## src/hdl/liu2x_pkg.sv

```systemverilog
// Shared constants, types and helpers of the two-times linear-interpolation upsampler.
package liu2x_pkg;

  localparam int unsigned SAMPLE_W = 16;
  localparam int unsigned LEN_W    = 16;
  localparam int unsigned RATE_W   = 17;
  localparam int unsigned PHASE_W  = 32;
  localparam int unsigned STEP_W   = 17;
  localparam int unsigned QUOT_W   = 16;
  localparam int unsigned OCNT_W   = 17;
  localparam int unsigned IDX_W    = 2;

  localparam logic [LEN_W-1:0]  MIN_BLOCK = LEN_W'(4);
  localparam logic [LEN_W-1:0]  MAX_BLOCK = LEN_W'(32768);
  localparam logic [LEN_W-1:0]  BLOCK_LENGTH_RST = LEN_W'(1024);
  localparam logic [RATE_W-1:0] SOURCE_RATE_RST  = RATE_W'(16000);
  localparam logic [RATE_W-1:0] TARGET_RATE_RST  = RATE_W'(32000);
  localparam logic [STEP_W-1:0] STEP_RST =
      STEP_W'(((1024 - 2) * 65536) / (2 * 1024 - 2));

  localparam logic [IDX_W-1:0] REG_BLOCK_LENGTH = 2'd0;
  localparam logic [IDX_W-1:0] REG_SOURCE_RATE  = 2'd1;
  localparam logic [IDX_W-1:0] REG_TARGET_RATE  = 2'd2;

  typedef struct packed {
    logic load_cur;
    logic emit;
    logic emit_last;
    logic advance;
    logic restart;
  } cmd_t;

  typedef struct packed {
    logic bypass;
    logic more;
    logic at_last;
    logic out_free;
    logic div_busy;
  } sts_t;

  function automatic logic [LEN_W-1:0] eff_len(input logic [LEN_W-1:0] len);
    logic [LEN_W-1:0] n;
    n = len;
    if (n < MIN_BLOCK) begin
      n = MIN_BLOCK;
    end
    if (n > MAX_BLOCK) begin
      n = MAX_BLOCK;
    end
    return n;
  endfunction

endpackage

```

## src/hdl/liu2x_div.sv

```systemverilog
// Restoring divider that works out the 16.16 phase step, one quotient bit per cycle.
module liu2x_div (
  input  logic                          clk_i,
  input  logic                          rst_ni,
  input  logic                          start_i,
  input  logic [liu2x_pkg::LEN_W-1:0]   len_i,
  output logic                          busy_o,
  output logic                          done_o,
  output logic [liu2x_pkg::QUOT_W-1:0]  quot_o
);

  logic                          busy_q, busy_d;
  logic [3:0]                    cnt_q, cnt_d;
  logic [liu2x_pkg::LEN_W:0]     rem_q, rem_d;
  logic [liu2x_pkg::LEN_W:0]     div_q, div_d;
  logic [liu2x_pkg::QUOT_W-1:0]  quo_q, quo_d;
  logic [liu2x_pkg::LEN_W:0]     rem_sh;
  logic                          qbit;

  assign rem_sh = {rem_q[liu2x_pkg::LEN_W-1:0], 1'b0};
  assign qbit   = (rem_sh >= div_q);

  always_comb begin
    busy_d = busy_q;
    cnt_d  = cnt_q;
    rem_d  = rem_q;
    div_d  = div_q;
    quo_d  = quo_q;
    if (start_i) begin
      busy_d = 1'b1;
      cnt_d  = '0;
      rem_d  = {1'b0, len_i} - 17'd2;
      div_d  = {len_i, 1'b0} - 17'd2;
      quo_d  = '0;
    end else if (busy_q) begin
      rem_d = qbit ? (rem_sh - div_q) : rem_sh;
      quo_d = {quo_q[liu2x_pkg::QUOT_W-2:0], qbit};
      cnt_d = cnt_q + 4'd1;
      if (cnt_q == 4'd15) begin
        busy_d = 1'b0;
      end
    end
  end

  always_ff @(posedge clk_i or negedge rst_ni) begin
    if (!rst_ni) begin
      busy_q <= 1'b0;
      cnt_q  <= '0;
    end else begin
      busy_q <= busy_d;
      cnt_q  <= cnt_d;
    end
  end

  always_ff @(posedge clk_i) begin
    rem_q <= rem_d;
    div_q <= div_d;
    quo_q <= quo_d;
  end

  assign busy_o = busy_q;
  assign done_o = busy_q && !start_i && (cnt_q == 4'd15);
  assign quot_o = quo_d;

endmodule

```

## src/hdl/liu2x_dp.sv

```systemverilog
// Datapath: configuration registers, phase accumulator, blend multiplier and output register.
module liu2x_dp (
  input  logic                            clk_i,
  input  logic                            rst_ni,
  input  logic                            cfg_valid_i,
  input  logic [liu2x_pkg::IDX_W-1:0]     cfg_index_i,
  input  logic [liu2x_pkg::RATE_W-1:0]    cfg_data_i,
  input  logic [liu2x_pkg::SAMPLE_W-1:0]  in_sample_i,
  input  logic                            out_stall_i,
  input  liu2x_pkg::cmd_t                 cmd_i,
  output liu2x_pkg::sts_t                 sts_o,
  output logic                            out_valid_o,
  output logic [liu2x_pkg::SAMPLE_W-1:0]  out_sample_o,
  output logic                            block_end_o
);

  logic [liu2x_pkg::LEN_W-1:0]    blen_q;
  logic [liu2x_pkg::RATE_W-1:0]   src_q, tgt_q;
  logic [liu2x_pkg::STEP_W-1:0]   step_q;
  logic [liu2x_pkg::PHASE_W-1:0]  phase_q;
  logic [liu2x_pkg::LEN_W-1:0]    in_cnt_q;
  logic [liu2x_pkg::OCNT_W-1:0]   out_cnt_q;
  logic [liu2x_pkg::SAMPLE_W-1:0] prev_q, cur_q;
  logic                           out_valid_q;
  logic [liu2x_pkg::SAMPLE_W-1:0] out_sample_q;
  logic                           block_end_q;

  logic                           len_wr;
  logic                           div_busy, div_done;
  logic [liu2x_pkg::QUOT_W-1:0]   div_quot;
  logic [liu2x_pkg::LEN_W-1:0]    eff_n;
  logic [liu2x_pkg::OCNT_W-1:0]   last_out;
  logic [liu2x_pkg::LEN_W-1:0]    frac;
  logic [liu2x_pkg::LEN_W:0]      due;
  logic signed [16:0]             diff;
  logic signed [33:0]             prod;
  logic [liu2x_pkg::SAMPLE_W-1:0] blend;
  logic                           out_load;

  assign len_wr = cfg_valid_i && (cfg_index_i == liu2x_pkg::REG_BLOCK_LENGTH);

  liu2x_div u_div (
    .clk_i   (clk_i),
    .rst_ni  (rst_ni),
    .start_i (len_wr),
    .len_i   (liu2x_pkg::eff_len(cfg_data_i[liu2x_pkg::LEN_W-1:0])),
    .busy_o  (div_busy),
    .done_o  (div_done),
    .quot_o  (div_quot)
  );

  assign eff_n    = liu2x_pkg::eff_len(blen_q);
  assign last_out = {eff_n, 1'b0} - 17'd2;
  assign frac     = phase_q[15:0];
  assign due      = {1'b0, phase_q[31:16]} + {16'd0, (frac != 16'd0)};

  assign diff  = $signed({cur_q[15], cur_q}) - $signed({prev_q[15], prev_q});
  assign prod  = diff * $signed({1'b0, frac});
  assign blend = prev_q + prod[31:16];

  assign out_load = cmd_i.emit || cmd_i.emit_last;

  assign sts_o.bypass   = (src_q == tgt_q);
  assign sts_o.more     = (out_cnt_q <= last_out) && (due == {1'b0, in_cnt_q});
  assign sts_o.at_last  = (in_cnt_q >= (eff_n - 16'd1));
  assign sts_o.out_free = !out_valid_q || !out_stall_i;
  assign sts_o.div_busy = div_busy;

  always_ff @(posedge clk_i or negedge rst_ni) begin
    if (!rst_ni) begin
      blen_q      <= liu2x_pkg::BLOCK_LENGTH_RST;
      src_q       <= liu2x_pkg::SOURCE_RATE_RST;
      tgt_q       <= liu2x_pkg::TARGET_RATE_RST;
      step_q      <= liu2x_pkg::STEP_RST;
      phase_q     <= '0;
      in_cnt_q    <= '0;
      out_cnt_q   <= '0;
      prev_q      <= '0;
      out_valid_q <= 1'b0;
    end else begin
      if (cfg_valid_i) begin
        case (cfg_index_i)
          liu2x_pkg::REG_BLOCK_LENGTH: blen_q <= cfg_data_i[liu2x_pkg::LEN_W-1:0];
          liu2x_pkg::REG_SOURCE_RATE:  src_q  <= cfg_data_i;
          liu2x_pkg::REG_TARGET_RATE:  tgt_q  <= cfg_data_i;
          default: ;
        endcase
      end
      if (div_done) begin
        step_q <= {1'b0, div_quot};
      end
      if (len_wr || cmd_i.restart) begin
        phase_q   <= '0;
        in_cnt_q  <= '0;
        out_cnt_q <= '0;
        prev_q    <= '0;
      end else begin
        if (cmd_i.emit) begin
          phase_q   <= phase_q + {15'd0, step_q};
          out_cnt_q <= out_cnt_q + 17'd1;
        end
        if (cmd_i.advance) begin
          prev_q   <= cur_q;
          in_cnt_q <= in_cnt_q + 16'd1;
        end
      end
      if (out_load) begin
        out_valid_q <= 1'b1;
      end else if (!out_stall_i) begin
        out_valid_q <= 1'b0;
      end
    end
  end

  always_ff @(posedge clk_i) begin
    if (cmd_i.load_cur) begin
      cur_q <= in_sample_i;
    end
    if (out_load) begin
      out_sample_q <= (cmd_i.emit_last || frac == 16'd0) ? cur_q : blend;
      block_end_q  <= cmd_i.emit_last;
    end
  end

  assign out_valid_o  = out_valid_q;
  assign out_sample_o = out_sample_q;
  assign block_end_o  = block_end_q;

endmodule

```

## src/hdl/liu2x_ctrl.sv

```systemverilog
// Controller: takes one input word at a time and sequences the outputs it releases.
module liu2x_ctrl (
  input  logic             clk_i,
  input  logic             rst_ni,
  input  logic             in_valid_i,
  input  liu2x_pkg::sts_t  sts_i,
  output logic             in_stall_o,
  output liu2x_pkg::cmd_t  cmd_o
);

  typedef enum logic [1:0] {
    ST_IDLE,
    ST_EMIT,
    ST_LAST
  } state_e;

  state_e     state_q, state_d;
  logic [1:0] cnt_q, cnt_d;
  logic       room;

  assign room       = (cnt_q != 2'd3);
  assign in_stall_o = (state_q != ST_IDLE) || sts_i.div_busy;

  always_comb begin
    state_d = state_q;
    cnt_d   = cnt_q;
    cmd_o   = '0;
    case (state_q)
      ST_IDLE: begin
        if (in_valid_i && !sts_i.div_busy && !sts_i.bypass) begin
          cmd_o.load_cur = 1'b1;
          cnt_d          = 2'd0;
          state_d        = ST_EMIT;
        end
      end
      ST_EMIT: begin
        if (sts_i.more && room) begin
          if (sts_i.out_free) begin
            cmd_o.emit = 1'b1;
            cnt_d      = cnt_q + 2'd1;
          end
        end else if (sts_i.at_last) begin
          if (room) begin
            state_d = ST_LAST;
          end else begin
            cmd_o.restart = 1'b1;
            state_d       = ST_IDLE;
          end
        end else begin
          cmd_o.advance = 1'b1;
          state_d       = ST_IDLE;
        end
      end
      ST_LAST: begin
        if (sts_i.out_free) begin
          cmd_o.emit_last = 1'b1;
          cmd_o.restart   = 1'b1;
          state_d         = ST_IDLE;
        end
      end
      default: begin
        state_d = ST_IDLE;
      end
    endcase
  end

  always_ff @(posedge clk_i or negedge rst_ni) begin
    if (!rst_ni) begin
      state_q <= ST_IDLE;
      cnt_q   <= '0;
    end else begin
      state_q <= state_d;
      cnt_q   <= cnt_d;
    end
  end

endmodule

```

## src/hdl/linear_interp_upsampler_2x.sv

```systemverilog
// Top level of the two-times linear-interpolation upsampler.
// Each input word is taken, then releases up to three outputs, one per cycle
// through the output register while the output is not stalled; the item is
// then closed, and the block's last word adds its final copied sample when
// fewer than three outputs were released. After a write to block_length the
// 16.16 step is recomputed by a bit-serial divider, during which input is
// stalled. Configuration is always ready; source and target rates equal
// means input words are consumed with no output.
module linear_interp_upsampler_2x (
  input  logic                            clk_i,
  input  logic                            rst_ni,
  input  logic                            in_valid_i,
  output logic                            in_stall_o,
  input  logic [liu2x_pkg::SAMPLE_W-1:0]  in_sample_i,
  output logic                            out_valid_o,
  input  logic                            out_stall_i,
  output logic [liu2x_pkg::SAMPLE_W-1:0]  out_sample_o,
  output logic                            block_end_o,
  input  logic                            cfg_valid_i,
  output logic                            cfg_ready_o,
  input  logic [liu2x_pkg::IDX_W-1:0]     cfg_index_i,
  input  logic [liu2x_pkg::RATE_W-1:0]    cfg_data_i
);

  liu2x_pkg::cmd_t cmd;
  liu2x_pkg::sts_t sts;

  assign cfg_ready_o = 1'b1;

  liu2x_ctrl u_ctrl (
    .clk_i      (clk_i),
    .rst_ni     (rst_ni),
    .in_valid_i (in_valid_i),
    .sts_i      (sts),
    .in_stall_o (in_stall_o),
    .cmd_o      (cmd)
  );

  liu2x_dp u_dp (
    .clk_i        (clk_i),
    .rst_ni       (rst_ni),
    .cfg_valid_i  (cfg_valid_i),
    .cfg_index_i  (cfg_index_i),
    .cfg_data_i   (cfg_data_i),
    .in_sample_i  (in_sample_i),
    .out_stall_i  (out_stall_i),
    .cmd_i        (cmd),
    .sts_o        (sts),
    .out_valid_o  (out_valid_o),
    .out_sample_o (out_sample_o),
    .block_end_o  (block_end_o)
  );

endmodule

```

## config.mk

```make
export PLATFORM = sky130hd
export DESIGN_NAME = linear_interp_upsampler_2x
export DESIGN_NICKNAME = d
export VERILOG_FILES = /design/src/hdl/liu2x_pkg.sv /design/src/hdl/liu2x_div.sv /design/src/hdl/liu2x_dp.sv /design/src/hdl/liu2x_ctrl.sv /design/src/hdl/linear_interp_upsampler_2x.sv
export SDC_FILE = /design/constraint.sdc
export NUM_CORES = 1
export LEC_CHECK = 0
export ABC_AREA = 1
export BUFFER_PORTS_ARGS = -buffer_cell sky130_fd_sc_hd__buf_2
export CAP_MARGIN = 10
export CORE_MARGIN = 3
export CORE_UTILIZATION = 66
export DETAILED_ROUTE_END_ITERATION = 7
export PLACE_DENSITY = 0.83
export SYNTH_ARGS = -nofsm -noshare
export SYNTH_HDL_FRONTEND = slang
export SYNTH_SLANG_ARGS = --single-unit
```

## constraint.sdc

```tcl
create_clock -name clk_i -period 9.6 [get_ports clk_i]
set_input_delay 0.48 -clock clk_i [delete_from_list [all_inputs] [get_ports clk_i]]
set_output_delay 0.48 -clock clk_i [all_outputs]
set_load 0.05 [all_outputs]
```

Word-level counts from Yosys, hierarchy flattened

Index checks and enable logic that the tools add are counted.

$add $sub $neg: 13
Multiply operators: 1
$lt $le $gt $ge: 7
Eq/ne operators: 14
Multiplexer cells: 47
Reduce and logical (&&, ||, !) cells: 31

Operators with widths:

| kind                  | number |
|---|---|
| $mux 16               | 14 |
| $mux 32               | 2 |
| $mux 17               | 2 |
| $sub 17x2->17 const B | 2 |
| $add 32x16->32        | 1 |
| $gt 16x16->1 const B  | 2 |
| $lt 16x3->1 const B   | 2 |
| $mul 17x17->32        | 1 |
| $mux 2                | 9 |
| $add 16x1->17         | 1 |
| $add 17x1->17 const B | 1 |
| $eq 17x16->1          | 1 |
| $eq 17x17->1          | 1 |
| $ge 17x17->1          | 1 |
| $le 17x17->1          | 1 |
| $sub 16x16->17        | 1 |
| $add 16x1->16 const B | 1 |
| $add 16x16->16        | 1 |
| $ge 16x16->1          | 1 |
| $logic_not 16->1      | 1 |
| $reduce_bool 16->1    | 1 |
| $sub 16x1->16 const B | 1 |
| $sub 16x16->16        | 1 |
| $sub 16x2->16 const B | 1 |
| 20 further kinds      | 63 |

Bits in registers: 239
Input bits: 40
Output and inout port bits: 20
Logic and storage cells: 132

Longest topological paths before layout

Word-level depth: 12
Mapped depth: 56
Depth with buffers taken out: 56

Hierarchy

Synthesis repeated with hierarchy kept, for this count alone.

Cells, all modules: 3,205
Area total of the unflattened synthesis: 25,607.1 um^2

Modules (own cells, without submodules):

| module                     | instances | cells an instance | area each (um^2) | sequential area each (um^2) |
|---|---|---|---|---|
| liu2x_dp                   | 1         | 2,653             | 21,450.6         | 4,728.3 |
| liu2x_div                  | 1         | 496               | 3,773.6          | 1,406.3 |
| liu2x_ctrl                 | 1         | 54                | 371.6            | 100.1 |
| linear_interp_upsampler_2x | 1         | 2                 | 11.3             | 0.0 |

Least setup slack after synthesis

Ideal clock, no wire load.

Path kind: register to register
From: register u_dp.prev_q[0] in the netlist's numbering
To: register u_dp.out_sample_q, in the netlist u_dp.out_sample_o[13], data pin
Library setup time: 268 ps
Data arrival time: 8,066 ps
Data required time: 9,332 ps
Slack: 1,266 ps
Stages on the path, launching flop included: 47
Buffers on the path: 0
Period minus slack after synthesis: 8,334 ps
Path through: dfrtp_1 -> ha_1 -> fa_1 -> inv_1 -> nand2_1 -> nand2_1 -> nand2_1 -> nand2_1 -> nand2_1 -> nand2_1 -> nand2_1 -> o21ai_0 -> xor2_1 -> inv_1 -> nor2_1 -> fa_1 -> inv_1 -> fa_1 -> (+11 left out) -> nor3_1 -> nand2_1 -> nand2_1 -> a21oi_1 -> or2_2 -> nand3_1 -> nand2_1 -> ha_1 -> nand2_1 -> nor2_1 -> nand2_1 -> nand2_1 -> inv_1 -> o21bai_1 -> a21boi_0 -> o21bai_1 -> xnor2_1 -> o21ai_0

Cells in the longest elaborated chain, start to end: 4

Ends and longest elaborated chain:

| what                     | line            | RTL |
|---|---|---|
| start: declaration       | liu2x_dp.sv:23  | `logic [liu2x_pkg::SAMPLE_W-1:0] prev_q, cur_q;` |
| start signal: assignment | liu2x_dp.sv:103 | `prev_q <= cur_q;` |
| $sub 16x16->17           | liu2x_dp.sv:57  | `assign diff = $signed({cur_q[15], cur_q}) - $signed({prev_q[15], prev_q});` |
| $mul 17x17->32           | liu2x_dp.sv:58  | `assign prod = diff * $signed({1'b0, frac});` |
| $add 16x16->16 (*)       | liu2x_dp.sv:59  | `assign blend = prev_q + prod[31:16];` |
| $mux 16 (*)              | liu2x_dp.sv:120 | `out_sample_q <= (cmd_i.emit_last \|\| frac == 16'd0) ? cur_q : blend;` |
| end signal: assignment   | liu2x_dp.sv:120 |  |
| end: declaration         | liu2x_dp.sv:25  | `logic [liu2x_pkg::SAMPLE_W-1:0] out_sample_q;` |

Every way passes the cells marked *; elsewhere a longest branch is shown, timed or not.
A chain may end at the register's enable or synchronous reset.

Worst setup path after layout

From: register u_dp.cur_q[10] in the netlist's numbering
To: register u_dp.out_sample_q, in the netlist u_dp.out_sample_o[15], data pin

Cells in the longest elaborated chain, start to end: 4

Ends and longest elaborated chain:

| what                     | line            | RTL |
|---|---|---|
| start: declaration       | liu2x_dp.sv:23  |  |
| start signal: assignment | liu2x_dp.sv:117 | `cur_q <= in_sample_i;` |
| $sub 16x16->17           | liu2x_dp.sv:57  |  |
| $mul 17x17->32           | liu2x_dp.sv:58  |  |
| $add 16x16->16           | liu2x_dp.sv:59  |  |
| $mux 16                  | liu2x_dp.sv:120 |  |

Every way passes these cells.

==> run metrics <==
status=complete, no violations; CP arrival=9390 ps; RD Place Congestion=about 0.97; number of synthesized flops with an enable pin=65; layout cell share with drive strength beyond 1=approximately 7%; Fill cells=approximately 3.1k; placed cell area=27400 sq um; Die Footprint=~43000 sq um; Die X-Extent=207 um; pre-CTS WS=154 ps; Vias/cell=roughly 5.8; Post-Synth Adder-Cell Area=between 20% and 30%; Initial Utilization=between 60% and 70%; Synth Area in XOR/XNOR=4.92%; H-tree Lvls=1; CTS Hold Bufs=0; most frequent cell after synthesis=nand2_1; worst min path class=input port to async pin; slowest CP cell=fa_1; Root Buffer=clkbuf_16; sequential area share after synthesis=23.4%; GRT Resource Usage Total=between 30% and 40%; Top FF cell, synth=dfrtp_1; Die H=a little over 200 um; Yosys top cell area share=between 20% and 30%; # clock sinks=between 200 and 250; reg2reg path depth=39; Ant. Diodes=0; Worst Setup SP=u_dp.cur_q[10]; Buffers on Ports=58; Max Freq=about 110 MHz; main area contributors after synthesis=fa_1, dfrtp_1, nand2_1; first-pass GRT wire length=~120000 um; fin area=around 29000 sq um; flop and latch count out of synthesis=238; HPWL after DPL=56900 um; initial antenna violation count=0; drt wl/cell=17.8 um; total CTS buffers=27; Area Overhead vs Synth=7.00%; Worst R2R End=u_dp.out_sample_o[15]; Final period util=94.7%; Worst Setup Start Kind=register; most frequent CP cell=nand2_1; WL final=72500 um; Final Hold Fails=0; CP bufs+invs=3; r2r setup slk=roughly 510 ps; DRC Markers=0; Post-Syn Area=about 27000 sq um; Slew Viols, Final=0; setup ws final=around 510 ps; Max Root-Sink Buffers=3; Req. time, crit path=just under 10000 ps; vias in the first global route=between 20k and 25k; clock transition time at the flip-flop clock pins of the worst setup and hold paths=~60 ps; largest net degree at the start of global routing=102; Antenna Nets Post-Route=0; Yosys warning count=0; Synth area leader=fa_1; multiplexer share of the synthesized area=0%; Ports=60; Final min period=slightly above 9000 ps; Synth Instances=around 3.5k; Max Cap Viol=0; core area=between 30000 and 40000 sq um; final setup fails=0; mean post-synth cell area=about 7.6 sq um; worst r2r src=u_dp.cur_q[10]; Compound-Gate Fraction of Synth Area=under 10%; synth cell count leaders=nand2_1, inv_1, nor2_1; Layout Nets=4028; Core Rows=approximately 70; 1st-iter DRT viols=roughly 1.8k; Netlist cell types=between 50 and 60; Critical Path Sink=u_dp.out_sample_o[15]; critical path depth=39; Crit path max-delay family=adder cells; Setup crit end kind=register; main combinational cell family by area after synthesis=adder cells; normalized max-slew margin=between 20% and 30%; first-pass detailed-route iteration total=6; Synth async-reset ratio=around 66%; Worst Tran Pin Value=approximately 1100 ps; CTS tree=yes; crit path max fanout=9; gr ovfl total=0; Clock Latency Late Sink=around 570 ps; CP max stage delay=roughly 610 ps; Synth Area in Simple Gates=24.0%; Final Skew=approximately 22 ps; via count=roughly 23k; critical path class=register to register
[cell type report]
cell class,count,area [sq um],share of cell area [%]
Multi-Input combinational cell,2520,17800,62.3
Sequential cell,238,6240,21.9
Inverter,651,2450,8.58
Clock buffer,39,761,2.67
Tap cell,518,648,2.27
Timing Repair Buffer,89,529,1.86
Clock inverter,11,133,0.465
[worst register-to-register path, delay by kind of cell, from the launching register on]
kind	cells	cell delay, ps
buf+inv	3	140
fa+ha+maj	9	4180
xor+xnor	1	120
simple gates	18	2080
flops	1	450
compound gates	8	1870
[timing repair]
action / CTS / global route
resized for setup: 0 / 50
endpoints found under the setup margin: 0 / 9
buffers inserted: 0 / 2
[layer usage]
metal  part of all wire [%]  GRT usage, %
met2                     50          59.8
met1                     37          41.9
met3                    7.1          4.74
met4                    6.0          18.3
met5                      0             0
[sequential cells by signal, indices dropped and copies added (netlist names)]
signal	count
u_ctrl.state_q	2
u_dp.tgt_q	17
u_dp.u_div.div_q	16
u_dp.u_div.rem_q	16
u_dp.phase_q	32
u_dp.prev_q	16
u_dp.src_q	17
u_ctrl.cnt_q	2
u_dp.out_sample_o	16
u_dp.u_div.cnt_q	4
u_dp.block_end_o	1
u_dp.u_div.quo_q	16
u_dp.blen_q	16
u_dp.out_cnt_q	17
u_dp.u_div.busy_o	1
u_dp.in_cnt_q	16
u_dp.step_q	16
u_dp.out_valid_o	1
u_dp.cur_q	16
[stage by stage]
step	utilization [%]	TNS, ps	hold WS [ps]	instances
after floorplan	-	0	184	3500
after global placement	69.8	0	451	4014
after detailed placement	69.8	0	460	4014
after CTS	72.1	0	65.7	4064
after global routing	72.6	-28.6	79.5	4066
final	72.6	0	47.2	4066
[worst min-delay path by stage]
stage / startpoint / endpoint / slack [ps] / depth (start not counted)
after CTS: rst_ni / u_dp.src_q[16] / 70 / 1
after global routing: in_sample_i[13] / u_dp.cur_q[13] / 80 / 1
after detailed placement: u_dp.u_div.quo_q[15] / u_dp.u_div.quo_q[15] / 460 / 2
after floorplan: rst_ni / u_ctrl.cnt_q[0] / 180 / 0
after global placement: u_dp.u_div.quo_q[15] / u_dp.u_div.quo_q[15] / 450 / 2
final: rst_ni / u_dp.src_q[16] / 50 / 1
[cell usage in the layout (no fill, tap or decap), types with 6 or more instances in the layout]
| cell type | instances |
|---|---|
| nand3_1 | 226 |
| clkinv_1 | 10 |
| a22oi_1 | 15 |
| nand2_1 | 801 |
| buf_2 | 57 |
| nand3b_1 | 7 |
| inv_2 | 7 |
| edfxtp_1 | 65 |
| nand4_1 | 36 |
| o21a_1 | 6 |
| nand2_2 | 14 |
| dfxtp_1 | 16 |
| ha_1 | 187 |
| a21boi_0 | 8 |
| o21bai_1 | 9 |
| a21oi_2 | 8 |
| nor2_2 | 8 |
| clkbuf_1 | 8 |
| fa_1 | 267 |
| dfstp_2 | 27 |
| or2_2 | 23 |
| inv_1 | 633 |
| nor2_1 | 352 |
| dfrtp_1 | 129 |
| clkbuf_16 | 27 |
| nor3_1 | 28 |
| o21ai_0 | 180 |
| clkinv_2 | 6 |
| buf_4 | 31 |
| a21o_1 | 8 |
| xor2_1 | 94 |
| xnor2_1 | 52 |
| nor4_1 | 17 |
| a21oi_1 | 111 |
[cell families after synthesis]
logic type	count (synthesis)
and+or+nand+nor	1534
buffers and inverters	742
adders and majority gates	461
AOI/OAI and AO/OA	374
DFF	238
xor gates and xnor gates	148
other	1
Power is not shown: default switching activity piles up to over one toggle a cycle in this logic, so the estimate is an artifact.
